$ cat config.mk
export PLATFORM = sky130hd
export DESIGN_NAME = thread_status_delay_tick_unit
export DESIGN_NICKNAME = d
export VERILOG_FILES = /design/src/design/tsdt_pkg.sv /design/src/design/thread_status_delay_tick_unit.sv /design/src/design/tsdt_in_stage.sv /design/src/design/tsdt_core.sv /design/src/design/tsdt_out_stage.sv
export VERILOG_INCLUDE_DIRS = /design/src /design/src/design
export SDC_FILE = /design/constraint.sdc
export NUM_CORES = 1
export LEC_CHECK = 0
export CAP_MARGIN = 20
export CORE_ASPECT_RATIO = 1.4
export CORE_MARGIN = 2
export CORE_UTILIZATION = 60
export CTS_CLUSTER_DIAMETER = 150
export DETAILED_ROUTE_END_ITERATION = 12
export DONT_BUFFER_PORTS = 1
export GPL_ROUTABILITY_DRIVEN = 0
export GPL_TIMING_DRIVEN = 1
export MAX_ROUTING_LAYER = met4
export PLACE_DENSITY = 0.76
export SYNTH_ARGS = -nofsm -noshare
export SYNTH_HDL_FRONTEND = slang
export SYNTH_HIERARCHICAL = 1
export SYNTH_SLANG_ARGS = --single-unit
$ cat constraint.sdc
create_clock -name clk -period 9.85 [get_ports clk]
set_clock_uncertainty 0.1 [all_clocks]
set_input_delay 1.97 -clock clk [delete_from_list [all_inputs] [get_ports clk]]
set_output_delay 1.97 -clock clk [all_outputs]
set_load 0.005 [all_outputs]
$ cat src/design/thread_status_delay_tick_unit_assert.svh
// Assertion macros for the thread status delay tick unit.
// Included by the RTL files that carry concurrent checks; no other dependencies.
`ifndef THREAD_STATUS_DELAY_TICK_UNIT_ASSERT_SVH
`define THREAD_STATUS_DELAY_TICK_UNIT_ASSERT_SVH

`ifndef SYNTHESIS

// Same-cycle implication, disabled during reset.
`define TSDT_ASSERT_IMPLY(label, clk, rst_n, ante, cons) \
  label: assert property (@(posedge clk) disable iff (!rst_n) (ante) |-> (cons)) \
    else $error("tsdt assertion failed");

// Next-cycle implication, disabled during reset.
`define TSDT_ASSERT_NEXT(label, clk, rst_n, ante, cons) \
  label: assert property (@(posedge clk) disable iff (!rst_n) (ante) |=> (cons)) \
    else $error("tsdt assertion failed");

`else

`define TSDT_ASSERT_IMPLY(label, clk, rst_n, ante, cons)
`define TSDT_ASSERT_NEXT(label, clk, rst_n, ante, cons)

`endif

`endif

$ cat src/design/tsdt_pkg.sv
// Shared types and constants for the thread status delay tick unit.
// No dependencies.
package tsdt_pkg;

  localparam int OPCODE_W   = 3;
  localparam int INDEX_W    = 3;
  localparam int TICKS_IN_W = 16;
  localparam int MASK_W     = 8;
  localparam int TICK_W     = 32;

  localparam logic [MASK_W-1:0] DISABLED_RESET = 8'hfe;

  typedef enum logic [OPCODE_W-1:0] {
    OP_TICK    = 3'd0,
    OP_ENABLE  = 3'd1,
    OP_DISABLE = 3'd2,
    OP_SUSPEND = 3'd3,
    OP_RESUME  = 3'd4,
    OP_DELAY   = 3'd5
  } opcode_t;

  typedef struct packed {
    logic [OPCODE_W-1:0]   opcode;
    logic [INDEX_W-1:0]    thread_index;
    logic [TICKS_IN_W-1:0] delay_ticks;
  } tsdt_cmd_t;

  typedef struct packed {
    logic [MASK_W-1:0] ready_mask;
    logic [MASK_W-1:0] delayed_mask;
    logic [TICK_W-1:0] tick_count;
  } tsdt_result_t;

endpackage

$ cat src/design/thread_status_delay_tick_unit.sv
// Thread status unit: one command or tick per transaction, one result per transaction.
// Path: accepted input -> input register -> result register, which drives out_valid.
// Throughput: one transaction per cycle while out_ready is high; the state update is combinational.
// Reset (rst_n low, synchronous): threads 1 and up disabled, other core state and valid flags cleared.
// Depends on tsdt_pkg, tsdt_in_stage, tsdt_core and tsdt_out_stage.
module thread_status_delay_tick_unit #(
  parameter int THREAD_COUNT = 8,
  parameter int DELAY_BITS   = 16
) (
  input  logic                            clk,
  input  logic                            rst_n,
  input  logic                            in_valid,
  output logic                            in_ready,
  input  logic [tsdt_pkg::OPCODE_W-1:0]   in_opcode,
  input  logic [tsdt_pkg::INDEX_W-1:0]    in_thread_index,
  input  logic [tsdt_pkg::TICKS_IN_W-1:0] in_delay_ticks,
  output logic                            out_valid,
  input  logic                            out_ready,
  output logic [tsdt_pkg::MASK_W-1:0]     out_ready_mask,
  output logic [tsdt_pkg::MASK_W-1:0]     out_delayed_mask,
  output logic [tsdt_pkg::TICK_W-1:0]     out_tick_count
);
  import tsdt_pkg::*;

  tsdt_cmd_t    in_cmd;
  tsdt_cmd_t    cmd;
  logic         cmd_vld;
  logic         advance;
  tsdt_result_t result;
  tsdt_result_t out_result;

  assign in_cmd.opcode       = in_opcode;
  assign in_cmd.thread_index = in_thread_index;
  assign in_cmd.delay_ticks  = in_delay_ticks;

  assign advance = cmd_vld && (!out_valid || out_ready);

  tsdt_in_stage u_in_stage (
    .clk      (clk),
    .rst_n    (rst_n),
    .in_valid (in_valid),
    .in_ready (in_ready),
    .in_cmd   (in_cmd),
    .advance  (advance),
    .cmd_vld  (cmd_vld),
    .cmd      (cmd)
  );

  tsdt_core #(
    .THREAD_COUNT (THREAD_COUNT),
    .DELAY_BITS   (DELAY_BITS)
  ) u_core (
    .clk     (clk),
    .rst_n   (rst_n),
    .advance (advance),
    .cmd     (cmd),
    .result  (result)
  );

  tsdt_out_stage u_out_stage (
    .clk        (clk),
    .rst_n      (rst_n),
    .advance    (advance),
    .result     (result),
    .out_valid  (out_valid),
    .out_ready  (out_ready),
    .out_result (out_result)
  );

  assign out_ready_mask   = out_result.ready_mask;
  assign out_delayed_mask = out_result.delayed_mask;
  assign out_tick_count   = out_result.tick_count;

endmodule

$ cat src/design/tsdt_in_stage.sv
// Input register of the thread status delay tick unit.
// Depends on tsdt_pkg.
module tsdt_in_stage (
  input  logic               clk,
  input  logic               rst_n,
  input  logic               in_valid,
  output logic               in_ready,
  input  tsdt_pkg::tsdt_cmd_t in_cmd,
  input  logic               advance,
  output logic               cmd_vld,
  output tsdt_pkg::tsdt_cmd_t cmd
);
  import tsdt_pkg::*;

  logic      vld_r, vld_nxt;
  tsdt_cmd_t cmd_r, cmd_nxt;
  logic      take;

  assign in_ready = !vld_r || advance;
  assign take     = in_valid && in_ready;

  always_comb begin
    vld_nxt = vld_r;
    cmd_nxt = cmd_r;
    if (take) begin
      vld_nxt = 1'b1;
      cmd_nxt = in_cmd;
    end else if (advance) begin
      vld_nxt = 1'b0;
    end
  end

  always_ff @(posedge clk) begin
    if (!rst_n) begin
      vld_r <= 1'b0;
    end else begin
      vld_r <= vld_nxt;
    end
    cmd_r <= cmd_nxt;
  end

  assign cmd_vld = vld_r;
  assign cmd     = cmd_r;

endmodule

$ cat src/design/tsdt_core.sv
// Thread masks, delay counters and tick counter with their next-state update logic.
// Depends on tsdt_pkg and thread_status_delay_tick_unit_assert.svh.
`include "thread_status_delay_tick_unit_assert.svh"

module tsdt_core #(
  parameter int THREAD_COUNT = 8,
  parameter int DELAY_BITS   = 16
) (
  input  logic                  clk,
  input  logic                  rst_n,
  input  logic                  advance,
  input  tsdt_pkg::tsdt_cmd_t   cmd,
  output tsdt_pkg::tsdt_result_t result
);
  import tsdt_pkg::*;

  localparam int IDX_CMP_W = INDEX_W + 1;

  logic [THREAD_COUNT-1:0] disabled_r, disabled_nxt;
  logic [THREAD_COUNT-1:0] suspended_r, suspended_nxt;
  logic [THREAD_COUNT-1:0] delayed_r, delayed_nxt;
  logic [DELAY_BITS-1:0]   cnt_r [THREAD_COUNT];
  logic [DELAY_BITS-1:0]   cnt_nxt [THREAD_COUNT];
  logic [TICK_W-1:0]       ticks_r, ticks_nxt;
  logic                    idx_ok;
  logic [THREAD_COUNT-1:0] sel;
  logic [THREAD_COUNT-1:0] ready_bits;

  always_comb begin
    disabled_nxt  = disabled_r;
    suspended_nxt = suspended_r;
    delayed_nxt   = delayed_r;
    cnt_nxt       = cnt_r;
    ticks_nxt     = ticks_r;
    idx_ok = {1'b0, cmd.thread_index} < IDX_CMP_W'(THREAD_COUNT);
    if (cmd.opcode == OP_TICK) begin
      ticks_nxt = ticks_r + TICK_W'(1);
    end
    for (int t = 0; t < THREAD_COUNT; t++) begin
      sel[t] = idx_ok && (cmd.thread_index == INDEX_W'(t));
      case (cmd.opcode)
        OP_TICK: begin
          cnt_nxt[t] = cnt_r[t] - DELAY_BITS'(1);
          if (cnt_nxt[t] == '0) begin
            delayed_nxt[t] = 1'b0;
          end
        end
        OP_ENABLE: begin
          if (sel[t]) disabled_nxt[t] = 1'b0;
        end
        OP_DISABLE: begin
          if (sel[t]) disabled_nxt[t] = 1'b1;
        end
        OP_SUSPEND: begin
          if (sel[t]) suspended_nxt[t] = 1'b1;
        end
        OP_RESUME: begin
          if (sel[t]) suspended_nxt[t] = 1'b0;
        end
        OP_DELAY: begin
          if (sel[t]) begin
            cnt_nxt[t]     = DELAY_BITS'(cmd.delay_ticks);
            delayed_nxt[t] = 1'b1;
          end
        end
        default: begin
        end
      endcase
    end
  end

  always_ff @(posedge clk) begin
    if (!rst_n) begin
      disabled_r  <= DISABLED_RESET[THREAD_COUNT-1:0];
      suspended_r <= '0;
      delayed_r   <= '0;
      ticks_r     <= '0;
      for (int t = 0; t < THREAD_COUNT; t++) begin
        cnt_r[t] <= '0;
      end
    end else if (advance) begin
      disabled_r  <= disabled_nxt;
      suspended_r <= suspended_nxt;
      delayed_r   <= delayed_nxt;
      ticks_r     <= ticks_nxt;
      cnt_r       <= cnt_nxt;
    end
  end

  assign ready_bits          = ~(disabled_nxt | suspended_nxt | delayed_nxt);
  assign result.ready_mask   = MASK_W'(ready_bits);
  assign result.delayed_mask = MASK_W'(delayed_nxt);
  assign result.tick_count   = ticks_nxt;

  `TSDT_ASSERT_NEXT(a_tick_incr, clk, rst_n, advance && (cmd.opcode == OP_TICK),
                    ticks_r == $past(ticks_r) + TICK_W'(1))
  `TSDT_ASSERT_NEXT(a_hold_idle, clk, rst_n, !advance,
                    $stable(ticks_r) && $stable(delayed_r) && $stable(disabled_r))
  `TSDT_ASSERT_NEXT(a_cmd_no_tick, clk, rst_n, advance && (cmd.opcode != OP_TICK),
                    $stable(ticks_r))

endmodule

$ cat src/design/tsdt_out_stage.sv
// Result register of the thread status delay tick unit.
// Depends on tsdt_pkg and thread_status_delay_tick_unit_assert.svh.
`include "thread_status_delay_tick_unit_assert.svh"

module tsdt_out_stage (
  input  logic                   clk,
  input  logic                   rst_n,
  input  logic                   advance,
  input  tsdt_pkg::tsdt_result_t result,
  output logic                   out_valid,
  input  logic                   out_ready,
  output tsdt_pkg::tsdt_result_t out_result
);
  import tsdt_pkg::*;

  logic         vld_r, vld_nxt;
  tsdt_result_t res_r, res_nxt;

  always_comb begin
    vld_nxt = vld_r;
    res_nxt = res_r;
    if (advance) begin
      vld_nxt = 1'b1;
      res_nxt = result;
    end else if (out_ready) begin
      vld_nxt = 1'b0;
    end
  end

  always_ff @(posedge clk) begin
    if (!rst_n) begin
      vld_r <= 1'b0;
    end else begin
      vld_r <= vld_nxt;
    end
    res_r <= res_nxt;
  end

  assign out_valid  = vld_r;
  assign out_result = res_r;

  `TSDT_ASSERT_NEXT(a_load_valid, clk, rst_n, advance, vld_r)
  `TSDT_ASSERT_IMPLY(a_no_overwrite, clk, rst_n, vld_r && !out_ready, !advance)
  `TSDT_ASSERT_NEXT(a_hold_result, clk, rst_n, vld_r && !out_ready, vld_r && $stable(res_r))

endmodule
## Yosys cells after proc, flatten, opt, wreduce, memory -nomap -nowiden

Cells that the tools add are included.

| storage, ports and cells | value |
|---|---|
| bits in registers | 256 |
| output and inout bits | 50 |
| input port bits | 26 |

| cells by class | value |
|---|---|
| add/subtract/negate cells | 9 |
| mux-type cells | 93 |
| reductions and logical operators | 27 |
| equal/unequal tests | 20 |
| bitwise logic cells | 3 |

Operators with widths:

| cell | number |
|---|---|
| $pmux W16 S2 | 8 |
| $logic_not A16 Y1 | 8 |
| $mux W16 | 8 |
| $sub A16 B1 Y16 const B | 8 |
| $mux W1 | 52 |
| $pmux W1 S2 | 24 |
| $add A32 B1 Y32 const B | 1 |
| $mux W32 | 1 |
| $reduce_and A3 Y1 | 8 |
| $eq A3 B3 Y1 const B | 6 |
| $ne A2 B1 Y1 const B | 8 |
| $or A8 B8 Y8 | 2 |
| $eq A3 B2 Y1 const B | 4 |
| $not A8 Y8 | 1 |
| $eq A3 B1 Y1 const B | 2 |
| $logic_not A3 Y1 | 2 |
| $reduce_bool A2 Y1 | 3 |
| $logic_and A1 B1 Y1 | 2 |
| $logic_not A1 Y1 | 2 |
| $logic_or A1 B1 Y1 | 2 |

## Depth between registers and ports, before layout

Gate-level depths: netlist of run 1.

| depth | value |
|---|---|
| depth after elaboration | 6 |
| mapped depth | 9 |
| mapped depth without buffers | 7 |

## Hierarchy

Netlist of run 1, hierarchy kept.

By module, submodules not included:

| module | instances | cells each | area each (um^2) | seq. area each (um^2) |
|---|---|---|---|---|
| tsdt_core | 1 | 1778 | 12585.8 | 3683.5 |
| tsdt_out_stage | 1 | 51 | 1482.7 | 1461.4 |
| tsdt_in_stage | 1 | 27 | 718.2 | 680.7 |
| thread_status_delay_tick_unit | 1 | 2 | 11.3 | 0.0 |

## Worst setup path before layout of run 1

OpenSTA, ideal clock, no wires.

| timing | value |
|---|---|
| kind | input-to-output |
| from | in out_ready |
| to | out in_ready |
| setup slack | 2.850 ns |
| buffers on the path | 0 |
| arrival | 4.930 ns |
| stages | 3 |
| cells stage by stage | inv_1 a21boi_1 nand2b_4 |

| on the way | value |
|---|---|
| longest elaborated chain between the ends | 3 |

Ends and longest elaborated chain:

| what | RTL line | text |
|---|---|---|
| from (decl) | thread_status_delay_tick_unit.sv:18 | `input logic out_ready,` |
| $logic_or A1 B1 Y1 | thread_status_delay_tick_unit.sv:36 | `assign advance = cmd_vld && (!out_valid \|\| out_ready);` |
| $logic_and A1 B1 Y1 | thread_status_delay_tick_unit.sv:36 |  |
| via advance | thread_status_delay_tick_unit.sv:28 | `logic advance;` |
| $logic_or A1 B1 Y1 | tsdt_in_stage.sv:19 | `assign in_ready = !vld_r \|\| advance;` |
| to (decl) | thread_status_delay_tick_unit.sv:13 | `output logic in_ready,` |

The timed path passes the listed nets, and every way through them passes these cells.

## Worst setup path after layout of run 1

Same ends and word-level chain as after synthesis.

==> flow_summary.yaml, run 1 <==
layout:
  diodes: 0
  layout-drive-gt1-share_pct: 6.30
  nets: 1800
  nFillCells: 2057
  area_delta_synth_final_pct: 6.00
  instances_no_fill: 2092
synthesis:
  async_flop_share_pct: 0
  yosysSeqAreaShare_pct: 39.4
  synth_top_family_by_area: "compound AO/OA/AOI/OAI gates"
  synth.most_common_cell: "nor2_1"
  synth_mux_area_share_pct: 0
  synth_edf_count: 70
  ys_ff_latch: 256
  synthSimpleGateAreaFrac_pct: 24.8
  synth_area_leaders: "dfxtp_1, edfxtp_1, o21ai_0"
  synth_top_area_share_pct: 25.2
  synth_nets: 1901
  synth_area_leader_cell: "dfxtp_1"
  syn_area_sq_mm: 0.0148
  ys_top_cells_by_count: "nor2_1, o21ai_0, dfxtp_1, a21oi_1, clkbuf_1"
  synthFlopType: "dfxtp_1"
  synth-compound-area-share_pct: 25.9
  avgSynthCellArea_sq_um: 7.96
  synth_xor_xnor_area_share_pct: 3.66
  synth_cell_types: 77
  ys_warn_count: 6
  synth-adder-area-share_pct: 1.44
  syn_inst: 1858
sta:
  tns_ns: 0
  rsz0062_at_grt: "false"
  setup_viol: 0
  worst_pin_slew_ns: 1.29
  fin_ws_ns: 5.05
  slew_headroom_pct: 13.8
  finalCritPeriodShare_pct: 48.7
  max_freq_mhz: 209
  slew_violations: 0
  hold_viol: 0
  min_period_ns: 4.80
clock_network:
  clkLatencyLatePin_ns: 0.55
  cts_root_buf: "clkbuf_16"
  cts_tree: "yes"
  h-tree-depth: 1
  cts_hold_buf: 0
  cts_made_buffers: 27
  cts.sinks: 256
  post_cts_buffers: 0
  path_clk_slew_ns: 0.06
  cts_resized: 0
  clockBufferDepth: 3
setup_path:
  arrival_ns: 2.73
  end_kind: "primary output"
  crit_fanout: 32
  crit_type: "primary input to primary output"
  worstPathRequired_ns: 7.78
  slowest_delay_ns: 0.35
  crit_chain: "inv_1 -> a21boi_4 -> buf_4 -> nand2b_4"
  cp_num_buf_inv: 2
  cpLargestDelayFamily: "buffers and inverters"
  critPathLaunchType: "primary input"
  r2r_slack_ns: 6.21
  critPathSlowestCell: "buf_4"
min_path:
  min_path_type: "flop to flop"
routing:
  first_pass_iters: 6
  vias: 14400
  wl_per_cell_microns: 20.5
  drt-initial-drc-count: 1586
  drc: 0
  met2_length_microns: 20500
  finalWirelength_microns: 42900
  met1_length_microns: 16900
  top_layer: "met4"
  ant_nets: 0
  wl_met3_microns: 3390
  vias_per_cell: 6.86
floorplanning:
  dieArea_sq_mm: 0.0260
  start_util_pct: 60.6
  coreArea_sq_mm: 0.0244
  die-height_microns: 190
  rows: 68
  io_pins: 76
  dieWidth_microns: 137
status:
  status: "complete, no violations"
power:
  total_power_mw: 2.57
  peakVddDrop_v: 0.000149
  p_leak_nw: 5.39
  p_per_area_mw_per_mm2: 164
flow_run:
  drv_cap: 0
placement:
  dpl.cell_count: 2038
  dp_slack_ns: 5.04
  portBuffers: 0
  hpwlAfterDp_microns: 27300
grt:
  grt_start_max_net_pins: 74
  grt_pass1_vias: 13000
  grt_pass1_wl_microns: 67500
  grt_antenna_before_repair: 0
  overflow: 0
  track_usage_pct: 33.1
==> path summary, 6_finish.rpt <==
| kind | startpoint | to | depth (start not counted) |
|---|---|---|---|
| worst max-delay path | out_ready | in_ready | 4 |
| worst min-delay path | u_core/cnt_r[117] | u_core/cnt_r[117] | 2 |
| worst max register to register | u_core/cnt_r[80] | u_out_stage/out_result[34] | 7 |
| worst min register to register | u_core/cnt_r[117] | u_core/cnt_r[117] | 2 |
==> registers in the layout (all words and copies together), names as in the netlist <==
register / count
u_in_stage/cmd_vld: 1
u_core/delayed_r: 8
u_out_stage/out_valid: 1
u_core/ticks_r: 32
u_core/disabled_r: 8
u_core/cnt_r: 128
u_in_stage/cmd: 22
u_core/suspended_r: 8
u_out_stage/out_result: 48
==> logic make-up after synthesis <==
group / Yosys count
adders and majority gates: 17
DFF: 256
buffers and inverters: 190
xor gates and xnor gates: 61
and+or+nand+nor: 713
AOI/OAI and AO/OA: 621
==> report_power, final <==
| group | internal (mW) | switching [mW] | leakage, nW |
|---|---|---|---|
| clock | 0.615 | 0.427 | 0.432 |
| combinational | 0.133 | 0.236 | 2.79 |
| sequential | 1.12 | 0.0442 | 2.16 |
==> area by class of cell <==
| type | instances | area [sq um] | share of cell area (%) |
|---|---|---|---|
| Timing Repair Buffer | 19 | 138 | 0.877 |
| Multi-Input combinational cell | 1412 | 8290 | 52.8 |
| Tap cell | 315 | 394 | 2.51 |
| Sequential cell | 256 | 5830 | 37.1 |
| Inverter | 41 | 155 | 0.989 |
| Clock inverter | 15 | 175 | 1.12 |
| Clock buffer | 34 | 712 | 4.54 |
==> metal layers <==
layer  vias to the layer above  GRT usage, %
met1                      6860          41.0
met5                         -             -
met3                       123          4.80
met4                         0          16.5
li1                       6706             -
met2                       667          52.7
==> cells in the final DEF (no fill, tap or decap), types with 16 or more instances in the layout <==
master	n
nor2_1	210
a21oi_1	182
o21ai_0	191
a31oi_1	44
edfxtp_1	70
nand3_1	46
o221a_2	17
xnor2_1	33
clkbuf_16	27
ha_1	17
nor3b_1	17
o21a_1	30
buf_4	16
o31ai_1	19
nor4_1	45
or4_1	16
nand4_1	27
or3_1	35
dfxtp_1	186
nand2_1	122
and2_1	17
xor2_1	27
inv_1	40
nor3_1	81
==> worst reg2reg max path, delay by kind of cell, from the launching register on <==
kind | cells | cell delay (ns)
flops | 1 | 0.39
simple gates | 2 | 1.11
fa+ha+maj | 1 | 0.30
xor+xnor | 1 | 0.22
buf+inv | 1 | 0.12
compound gates | 2 | 1.11
==> metrics by stage <==
stage	hold slack (ns)	util (%)	cell area [sq um]
finish	0.385	64.2	15700
global route	0.398	64.2	15700
CTS	0.380	64.1	15700
detailed placement	0.371	60.5	14800
global placement	0.363	60.4	14800
floorplan	0.344	-	14800
(Power assumes the default switching activity.)
==> run 2, diff against run 1 <==
ABC_AREA = 1   (was default)
CORE_UTILIZATION = 58   (was 60)
clock period = 4 ns   (was 9.85 ns; I/O delays follow)
==> run 2 against run 1 <==
Net effect:
- non-clock buffer count shrank 8
- routed wire length shrank 12%
- combinational power grew to 3.2 times the previous value
- worst hold slack lost 0.13 ns
- global-route usage shrank 3.6 points
- synthesized cell count grew 12%
- via count shrank 5.1%
- critical endpoint is now u_core/cnt_r[83]
- largest cell class unchanged
- largest power group unchanged
==> flow_summary.yaml, run 2 <==
setup_path:
  critPathLaunchType: "flop"
  arrival_ns: 3.25
  critPathSlowestCell: "a21oi_4"
  crit_fanout: 27
  slowest_delay_ns: 0.59
  r2r_slack_ns: 1.03
  reg2reg_depth: 9
  end_kind: "flop"
  regToRegEndpoint: "u_core/cnt_r[83]"
  crit_type: "flop to flop"
  cpLargestDelayFamily: "simple AND/OR/NAND/NOR gates"
  crit_top_cell: "nand2_1"
  worstPathRequired_ns: 4.28
  rr_startpoint: "u_in_stage/cmd[20]"
  crit_chain: "inv_1 -> nand2_1 -> nor2_4 -> buf_4 -> nand2_1 -> a21oi_4 -> inv_2 -> nor3_1 -> a211oi_1"
  cp-startpoint: "u_in_stage/cmd[20]"
  cp_num_buf_inv: 3
clock_network:
  post_cts_buffers: 0
  cts.sinks: 256
  clkLatencyLatePin_ns: 0.53
  cts_root_buf: "clkbuf_16"
  cts_hold_buf: 0
  cts_resized: 0
  h-tree-depth: 1
  cts_tree: "yes"
  path_clk_slew_ns: 0.06
  clockBufferDepth: 3
  cts_made_buffers: 27
sta:
  setup_viol: 0
  fin_ws_ns: 1.03
  slew_violations: 0
  hold_viol: 0
  finalCritPeriodShare_pct: 74.3
  slew_headroom_pct: 34.6
  rsz0062_at_grt: "false"
  min_period_ns: 2.97
  tns_ns: 0
  hold_slack_ns: 0.259
  max_freq_mhz: 337
  worst_pin_slew_ns: 0.981
synthesis:
  synth_area_leaders: "dfxtp_1, edfxtp_1, nand2_1"
  synth_area_leader_cell: "dfxtp_1"
  ys_top_cells_by_count: "nand2_1, inv_1, nor2_1, dfxtp_1, o21ai_0"
  syn_area_sq_mm: 0.0144
  ys_warn_count: 6
  syn_inst: 2074
  yosysSeqAreaShare_pct: 40.4
  synth_edf_count: 70
  avgSynthCellArea_sq_um: 6.95
  synthFlopType: "dfxtp_1"
  synth_cell_types: 45
  async_flop_share_pct: 0
  synth.most_common_cell: "nand2_1"
  ys_ff_latch: 256
  synth_nets: 2117
  synth_top_area_share_pct: 25.8
status:
  status: "complete, no violations"
routing:
  vias_per_cell: 5.73
  wl_per_cell_microns: 15.8
  finalWirelength_microns: 37600
  drc: 0
  vias: 13600
  first_pass_iters: 9
  ant_nets: 0
  drt-initial-drc-count: 1096
floorplanning:
  rows: 68
  dieArea_sq_mm: 0.0261
  io_pins: 76
  die-height_microns: 190
  start_util_pct: 58.8
  dieWidth_microns: 137
  coreArea_sq_mm: 0.0245
power:
  total_power_mw: 6.44
  p_per_area_mw_per_mm2: 418
  p_leak_nw: 7.18
  peakVddDrop_v: 0.000341
layout:
  post-route-util_pct: 62.8
  final_common_cell: "nand2_1"
  nFillCells: 2256
  nets: 2085
  instances_no_fill: 2380
  final_cell_mix: "nand2_1, inv_1, nor2_1, dfxtp_1, o21ai_0"
  finalInstanceArea_sq_mm: 0.0154
  largest_reg_flops: 128
  max_flop_register: "u_core/cnt_r"
  layout-drive-gt1-share_pct: 5.92
  area_delta_synth_final_pct: 6.87
grt:
  grt_pass1_wl_microns: 60600
  track_usage_pct: 29.5
  overflow: 0
  grt_start_max_net_pins: 143
  grt_pass1_vias: 12500
  grt_antenna_before_repair: 2
min_path:
  min_path_type: "primary input to flop"
  whs_path_depth: 0
  holdCritStartpoint: "in_opcode[2]"
  hold_path_end: "u_in_stage/cmd[21]"
placement:
  placed_area_sq_mm: 0.0146
  dpl.cell_count: 2328
  portBuffers: 0
  hpwlAfterDp_microns: 25400
  dp_slack_ns: 1.15
flow_run:
  drv_cap: 0
[run 2: how the worst max path moves through the flow]
stage	cells after the start	to
2_1_floorplan	4	u_in_stage/cmd[0]
3_3_place_gp	9	u_core/cnt_r[83]
3_5_place_dp	9	u_core/cnt_r[83]
4_1_cts	9	u_core/cnt_r[83]
5_1_grt	9	u_core/cnt_r[83]
6_report	9	u_core/cnt_r[83]
[run 2: logic make-up after synthesis]
logic type / share of synthesized area, %
flops: 40.4
compound gates: 17.4
buf+inv: 9.53
simple gates: 28.5
fa+ha+maj: 1.48
xor+xnor: 2.67
[run 2: cell type report]
class                   instances  area (sq um)  share of cell area, %
clock buffers                  32           694                   4.51
multi-input cells            1477          7260                   47.1
repair buffers                 11          95.1                  0.618
inverters                     269          1010                   6.56
clock inverters                17           111                  0.723
diodes                          3          7.51                 0.0488
flip-flops and latches        256          5830                   37.8
well taps                     315           394                   2.56
[run 2: where the power goes]
| part | switching [mW] | internal, mW | total [mW] |
|---|---|---|---|
| combinational | 0.785 | 0.400 | 1.19 |
| sequential | 0.109 | 2.82 | 2.93 |
| clock | 1.03 | 1.30 | 2.33 |
| total | 1.93 | 4.52 | 6.44 |
[run 2: layer usage]
layer	routed length (microns)	global-route usage, %	vias to the layer above
li1	-	-	6781
met1	15000	34.7	6303
met2	18900	50.7	438
met3	2070	3.46	107
met4	1600	12.5	0
met5	0	-	-
